File: src/rtl/core/brs_div.sv
// Restoring divider, one quotient bit per cycle, used to compute the steps.
// Standalone; no package dependency.
`default_nettype none

module brs_div #(
    parameter int NUM_W = 24,
    parameter int DEN_W = 13
) (
    input  wire logic             i_clk,
    input  wire logic             i_rst_n,
    input  wire logic             i_start,
    input  wire logic [NUM_W-1:0] i_num,
    input  wire logic [DEN_W-1:0] i_den,
    output logic      [NUM_W-1:0] o_quot,
    output logic                  o_busy
);

    localparam int CNT_W = $clog2(NUM_W + 1);

    logic             r_busy;
    logic [CNT_W-1:0] r_cnt;
    logic [NUM_W-1:0] r_num;
    logic [DEN_W-1:0] r_rem;
    logic [DEN_W-1:0] r_den;

    logic [DEN_W:0]   trial;
    logic [DEN_W:0]   diff;
    logic             qbit;
    logic [DEN_W-1:0] n_rem;

    // Shift the next dividend bit into the remainder and try a subtract.
    always_comb begin
        trial = {r_rem, r_num[NUM_W-1]};
        diff  = trial - {1'b0, r_den};
        qbit  = (trial >= {1'b0, r_den});
        n_rem = qbit ? diff[DEN_W-1:0] : trial[DEN_W-1:0];
    end

    // Control: count down the quotient bits.
    always_ff @(posedge i_clk) begin
        if (!i_rst_n) begin
            r_busy <= 1'b0;
            r_cnt  <= '0;
        end else if (i_start) begin
            r_busy <= 1'b1;
            r_cnt  <= CNT_W'(NUM_W);
        end else if (r_busy) begin
            r_cnt <= r_cnt - 1'b1;
            if (r_cnt == CNT_W'(1)) begin
                r_busy <= 1'b0;
            end
        end
    end

    // Datapath: the dividend register fills up with quotient bits.
    always_ff @(posedge i_clk) begin
        if (i_start) begin
            r_num <= i_num;
            r_den <= i_den;
            r_rem <= '0;
        end else if (r_busy) begin
            r_num <= {r_num[NUM_W-2:0], qbit};
            r_rem <= n_rem;
        end
    end

    assign o_quot = r_num;
    assign o_busy = r_busy;

endmodule

`default_nettype wire

File: config.mk
export PLATFORM = sky130hd
export DESIGN_NAME = brs_div
export DESIGN_NICKNAME = d
export VERILOG_FILES = /design/src/rtl/core/brs_div.sv
export SDC_FILE = /design/constraint.sdc
export NUM_CORES = 1
export LEC_CHECK = 0
export BUFFER_PORTS_ARGS = -buffer_cell sky130_fd_sc_hd__buf_2
export CAP_MARGIN = 40
export CORE_ASPECT_RATIO = 1.4
export CORE_UTILIZATION = 40
export DETAILED_ROUTE_END_ITERATION = 7
export PLACE_DENSITY = 0.62
export SETUP_SLACK_MARGIN = 0.02
export SLEW_MARGIN = 30
export SYNTH_ARGS = -nofsm -noshare
export SYNTH_HDL_FRONTEND = slang
export SYNTH_SLANG_ARGS = --single-unit
export TNS_END_PERCENT = 10
File: constraint.sdc
create_clock -name i_clk -period 3.6 [get_ports i_clk]
set_input_delay 0.18 -clock i_clk [delete_from_list [all_inputs] [get_ports i_clk]]
set_output_delay 0.18 -clock i_clk [all_outputs]
set_load 0.05 [all_outputs]
==> flow_summary.json, run 1 <==
{
  "clockBufferDepth": 2,
  "drc": 0,
  "cts_inserted_buffers": 5,
  "die_h_um": 104,
  "synth.avg_cell_area_um2": 11.6,
  "n_antenna_cell": 0,
  "area_delta_synth_final_pct": 18.1,
  "clkSlewWorstSetupHoldPaths_ns": 0.10,
  "timing.final.crit_share_pct": 75.1,
  "rows": 36,
  "fin_tns_setup_ns": 0,
  "yosys_warnings": 0,
  "drt_iter0_markers": 73,
  "comb_power_share_pct": 27.0,
  "yosysSeqAreaShare_pct": 49.8,
  "p_sw_mw": 0.531,
  "grt_first_pass_wirelength_um": 9800,
  "final_hold_viol_count": 0,
  "io_pins": 65,
  "yosys.area_share.adder_pct": 6.94,
  "hpwl_um": 4220,
  "place_area_mm2": 0.00340,
  "yosysUniqueCellTypes": 50,
  "synth_top_family_by_area": "multiplexers",
  "nets": 376,
  "outcome": "complete, no violations",
  "critical_path_class": "reg -> reg",
  "irDropWorstVdd_mv": 0.307,
  "antenna_found_initial": 0,
  "synth_simple_gate_area_share_pct": 10.5,
  "sw_frac_of_total_pct": 30.6,
  "synth_compound_area_share_pct": 11.4,
  "synth_edf_count": 37,
  "setup_violations": 0,
  "finalPower_mw": 1.74,
  "dr_total_vias": 2152,
  "ys_ff_latch": 56,
  "synth_flop_cell": "edfxtp_1",
  "pwr-share-seq_pct": 45.2,
  "final_cell_mix": "buf_2, edfxtp_1, mux2_2, inv_1, nor2_1",
  "power_frac_clock_pct": 27.8,
  "grt_pass1_vias": 2216,
  "ant_nets": 0,
  "cts_tree": "yes",
  "port_buffers": 64,
  "nFillCells": 691,
  "clockRootBuffer": "clkbuf_8",
  "max_freq_ghz": 0.370,
  "cts_sinks": 56,
  "r2r_slack_ns": 0.90,
  "crit_fanout": 18,
  "drive_above_1_share_pct": 33.0,
  "via_per_inst": 5.17,
  "grt_max_degree": 54,
  "start_kind": "flip-flop",
  "clock_skew_ns": 0.00784,
  "synth_area_mm2": 0.00299,
  "p_per_area_mw_per_mm2": 491,
  "design_area_mm2": 0.00354,
  "cap_violations": 0,
  "drv_slew": 0,
  "worstSkewPairLatency_ns": 0.31,
  "core_area_mm2": 0.00712,
  "endpoint_kind": "flip-flop",
  "worst_pin_slew_ns": 0.645,
  "crit_arrival_ns": 2.94,
  "cts-resized-gates": 0,
  "die_w_um": 75.1,
  "die_area_mm2": 0.00784,
  "intPower_mw": 1.21,
  "finalWirelength_um": 5910,
  "slew_headroom_pct": 57.0,
  "synthMuxAreaShare_pct": 13.3,
  "initial_utilization_pct": 42.1,
  "grt_setup_unrepaired": "no",
  "p_leak_nw": 1.46,
  "htreeDepth": 2,
  "gp_congestion": 0.835,
  "layout_min_cycle_time_ns": 2.70,
  "final_common_cell": "buf_2",
  "synth_cells": 257,
  "postCtsSetupRepairBufs": 0,
  "overflow": 0,
  "avgRoutedWirePerCell_um": 14.2,
  "synth_nets": 313,
  "grt.total_usage_pct": 16.2,
  "synth_xor_area_share_pct": 3.51,
  "async_flop_share_pct": 0,
  "hold_buffers": 0,
  "required_ns": 3.83,
  "first_pass_iters": 4,
  "hold_path_class": "in -> reg"
}
-- kinds of logic after synthesis --
logic type	count (synthesis)
and+or+nand+nor	61
DFF	56
AOI/OAI and AO/OA	44
muxes	36
buffers and inverters	32
adders and majority gates	16
xor gates and xnor gates	12
-- per-layer routing --
metal	track usage (%)	vias up	wire, um
li1	-	1060	-
met1	18.6	1021	2510
met2	28.1	59	2960
met3	3.97	12	298
met4	6.47	0	139
met5	0	-	0
-- layout make-up --
cell class              count  area (um2)  share of cell area (%)
well taps                  95         119                    3.36
clock buffers               6        72.6                    2.05
inverters                  21        78.8                    2.23
flip-flops and latches     56        1490                    42.2
repair buffers             67         350                    9.91
multi-input cells         169        1360                    38.6
clock inverters             2        60.1                    1.70
-- sequential cells by signal (all words and copies together) (netlist names) --
name / flops
r_cnt: 5
r_den: 13
o_quot: 24
r_rem: 13
o_busy: 1
-- cells in the mapped netlist, types with 6 or more instances --
cell type   n  area (um2)
nor2_1     20        75.1
nand2_1    14        52.6
inv_1      21        78.8
mux2i_1    10         100
edfxtp_1   37        1110
dfxtp_1    19         380
o21ai_0     6        30.0
mux2_2     25         282
a21oi_1     7        35.0
ha_1       15         188
xnor2_1     7        61.3
a211oi_1   10        75.1
-- worst max-delay path, cell delays in order, from the launching register on --
cell and delay [ns]:
edfxtp_1 0.40, inv_1 0.09, ha_1 0.16, inv_1 0.05, fa_1 0.39, a21o_1 0.24
a221oi_4 0.33, o2bb2ai_2 0.20, o21ai_4 0.21, mux2_4 0.36, a211oi_2 0.20
-- final timing paths --
path,from,end,cells past startpoint
worst max register to register,o_quot[23]$_DFFE_PP_,r_rem[0]$_SDFFE_PP0P_,10
worst max-delay path,o_quot[23]$_DFFE_PP_,r_rem[0]$_SDFFE_PP0P_,10
worst min-delay path,i_den[3],r_den[3]$_DFFE_PP_,1
worst min register to register,r_rem[9]$_SDFFE_PP0P_,r_rem[9]$_SDFFE_PP0P_,2
-- metrics by stage --
stage / cells / hold slack, ns / utilization, % / setup WS [ns]
detailed placement: 408 / 0.359 / 47.8 / 0.926
global route: 416 / 0.0312 / 49.7 / 0.683
global placement: 407 / 0.358 / 47.6 / 0.976
finish: 416 / 0.0413 / 49.7 / 0.896
floorplan: 257 / 0.279 / - / 0.777
CTS: 416 / 0.0305 / 49.7 / 0.892
-- power groups by stage --
stage | combinational, mW | sequential [mW] | clock, mW
global route | 0.510 | 0.794 | 0.520
global placement | 0.462 | 0.799 | 0
floorplan | 0.262 | 0.900 | 0
CTS | 0.470 | 0.786 | 0.499
detailed placement | 0.468 | 0.799 | 0
finish | 0.469 | 0.784 | 0.483
(Power assumes the default switching activity.)
==> run 2, diff against run 1 <==
--- a/config.mk
+++ b/config.mk
@@ -5,12 +5,13 @@
 export SDC_FILE = /design/constraint.sdc
 export NUM_CORES = 1
 export LEC_CHECK = 0
+export ABC_AREA = 1
 export BUFFER_PORTS_ARGS = -buffer_cell sky130_fd_sc_hd__buf_2
 export CAP_MARGIN = 40
 export CORE_ASPECT_RATIO = 1.4
 export CORE_UTILIZATION = 40
 export DETAILED_ROUTE_END_ITERATION = 7
-export PLACE_DENSITY = 0.62
+export PLACE_DENSITY = 0.61
 export SETUP_SLACK_MARGIN = 0.02
 export SLEW_MARGIN = 30
 export SYNTH_ARGS = -nofsm -noshare
==> constraint.sdc (replaced) <==
create_clock -name i_clk -period 2.5 [get_ports i_clk]
set_input_delay 0.125 -clock i_clk [delete_from_list [all_inputs] [get_ports i_clk]]
set_output_delay 0.125 -clock i_clk [all_outputs]
set_load 0.05 [all_outputs]
==> flow_summary.json, run 2 <==
{
  "overflow": 0,
  "avgRoutedWirePerCell_um": 11.7,
  "yosysSeqAreaShare_pct": 45.6,
  "setup_violations": 0,
  "cts_tree": "yes",
  "rows": 38,
  "yosysUniqueCellTypes": 32,
  "cp_slowest_stage_delay_ns": 0.43,
  "initial_utilization_pct": 41.7,
  "crit_top_cell": "nand2_1",
  "first_pass_iters": 6,
  "timing.hold.ws_ns": 0.0497,
  "gp_congestion": 0.863,
  "clockBufferDepth": 2,
  "grt_setup_unrepaired": "no",
  "critical_path_class": "reg -> reg",
  "postCtsSetupRepairBufs": 0,
  "finalWirelength_um": 7010,
  "n_antenna_cell": 0,
  "grt.total_usage_pct": 18.6,
  "core_area_mm2": 0.00785,
  "outcome": "complete, no violations",
  "async_flop_share_pct": 0,
  "slew_headroom_pct": 69.3,
  "yosysTopAreaCell": "edfxtp_1",
  "drv_slew": 0,
  "timing.final.crit_share_pct": 85.4,
  "htreeDepth": 2,
  "crit_fanout": 15,
  "drt_iter0_markers": 122,
  "layout_min_cycle_time_ns": 2.14,
  "final_hold_viol_count": 0,
  "worstRegToRegCells": 12,
  "clockRootBuffer": "clkbuf_8",
  "drive_above_1_share_pct": 21.2,
  "finalPower_mw": 2.22,
  "via_per_inst": 4.79,
  "clkSlewWorstSetupHoldPaths_ns": 0.10,
  "p_per_area_mw_per_mm2": 559,
  "dr_total_vias": 2873,
  "worstSkewPairLatency_ns": 0.31,
  "clock_skew_ns": 0.00619,
  "synth_cells": 419,
  "port_buffers": 64,
  "synth_area_mm2": 0.00327,
  "die_h_um": 109,
  "start_kind": "flip-flop",
  "yosys_warnings": 0,
  "cap_violations": 0,
  "crit_arrival_ns": 2.21,
  "hpwl_um": 5220,
  "largest_reg_flops": 24,
  "path_cells": "inv_1 > ha_1 > inv_1 > fa_1 > nand2_1 > nand2_1 > nand3_1 > nand2_1 > nand2_2 > nand3_4 > nand2_1 > nand2_1",
  "synth_flop_cell": "edfxtp_1",
  "final_common_cell": "nand2_1",
  "max_freq_ghz": 0.468,
  "yosys.cell_count.top_type": "nand2_1",
  "synth_nets": 475,
  "hold_path_class": "in -> reg",
  "nets": 555,
  "required_ns": 2.57,
  "post-place-ws_ns": 0.353,
  "fin_tns_setup_ns": 0,
  "p_leak_nw": 2.05,
  "slowest_stage": "fa_1",
  "cts_inserted_buffers": 5,
  "synth_edf_count": 37,
  "io_pins": 65,
  "hold_depth": 3,
  "ant_nets": 0,
  "cts_sinks": 56,
  "irDropWorstVdd_mv": 0.385,
  "area_delta_synth_final_pct": 21.2,
  "grt_max_degree": 36,
  "worst_pin_slew_ns": 0.460,
  "final_cell_mix": "nand2_1, inv_1, buf_2, edfxtp_1, nand3_1",
  "die_w_um": 78.4,
  "die_area_mm2": 0.00855,
  "synth_area_leaders": "edfxtp_1, nand2_1, dfxtp_1",
  "fin_ws_ns": 0.364,
  "drc": 0,
  "grt_first_pass_wirelength_um": 12500,
  "grt_pass1_vias": 2833,
  "endpoint_kind": "flip-flop",
  "ys_ff_latch": 56,
  "synth.avg_cell_area_um2": 7.81,
  "antenna_found_initial": 0,
  "synth_top_cell_area_share_pct": 34.0,
  "synth_common_cells": "nand2_1, inv_1, edfxtp_1"
}
==> run 2: cell types whose count changed after synthesis, sizes merged, moves of 4 or more <==
cell | before | now
nand3 | 5 | 35
nand4 | 2 | 19
o21ai | 9 | 5
nor2b | 5 | 0
nand2 | 14 | 168
mux2 | 26 | 0
a211oi | 11 | 1
inv | 21 | 71
xnor2 | 7 | 3
mux2i | 10 | 0
==> run 2: per-stage QoR <==
stage / std cells / utilization (%) / area, um2
after global routing: 600 / 50.5 / 3960
final: 600 / 50.5 / 3960
after CTS: 600 / 50.5 / 3960
after detailed placement: 579 / 47.3 / 3710
after floorplan: 419 / - / 3270
after global placement: 579 / 47.3 / 3710
==> run 2: layout make-up <==
class | count | area [um2]
repair buffers | 84 | 503
fillers | 792 | 3880
well taps | 100 | 125
multi-input cells | 281 | 1450
inverters | 71 | 267
clock inverters | 1 | 30.0
flip-flops and latches | 56 | 1490
clock buffers | 7 | 96.3
==> run 2: cell families (layout without fill, tap and decap cells) <==
logic type / after synthesis / count (layout) / share of synthesized area, %
xor+xnor: 6 / 6 / 1.61
fa+ha+maj: 16 / 16 / 6.35
flops: 56 / 56 / 45.6
simple gates: 246 / 246 / 33.7
compound gates: 13 / 13 / 2.68
buf+inv: 82 / 163 / 10.0
==> run 2: worst max-delay path, delay by kind of cell, from the launching register on <==
kind,cells,cell delay [ns]
buffers and inverters,2,0.15
and+or+nand+nor,8,0.79
adders and majority gates,2,0.57
DFF,1,0.38
==> run 2: final timing paths <==
check                        startpoint                    end  slack, ns
setup reg to reg   o_quot[23]$_DFFE_PP_    o_quot[0]$_DFFE_PP_       0.36
hold reg to reg   r_rem[9]$_SDFFE_PP0P_  r_rem[9]$_SDFFE_PP0P_       0.47
hold / removal                  i_rst_n      o_busy$_SDFF_PN0_       0.05
setup / recovery   o_quot[23]$_DFFE_PP_    o_quot[0]$_DFFE_PP_       0.36
==> run 2: what timing repair did <==
action / CTS / global route
hold buffers: 13 / 0
endpoints found under the setup margin: 0 / 0
hold endpoints to repair: 13 / 0
gates resized for setup: 0 / 0
==> run 2: power by group <==
group / total (mW) / internal [mW] / switching (mW) / leakage (nW)
clock: 0.642 / 0.354 / 0.289 / 0.0645
sequential: 1.10 / 1.07 / 0.0339 / 0.528
combinational: 0.474 / 0.142 / 0.333 / 1.46
==> run 2: metal layers <==
layer	vias to the layer above	track usage, %	routed length (um)
met5	-	0	0
met4	0	7.94	152
met3	15	3.01	354
met2	89	33.3	3460
met1	1290	21.9	3050
li1	1479	-	-
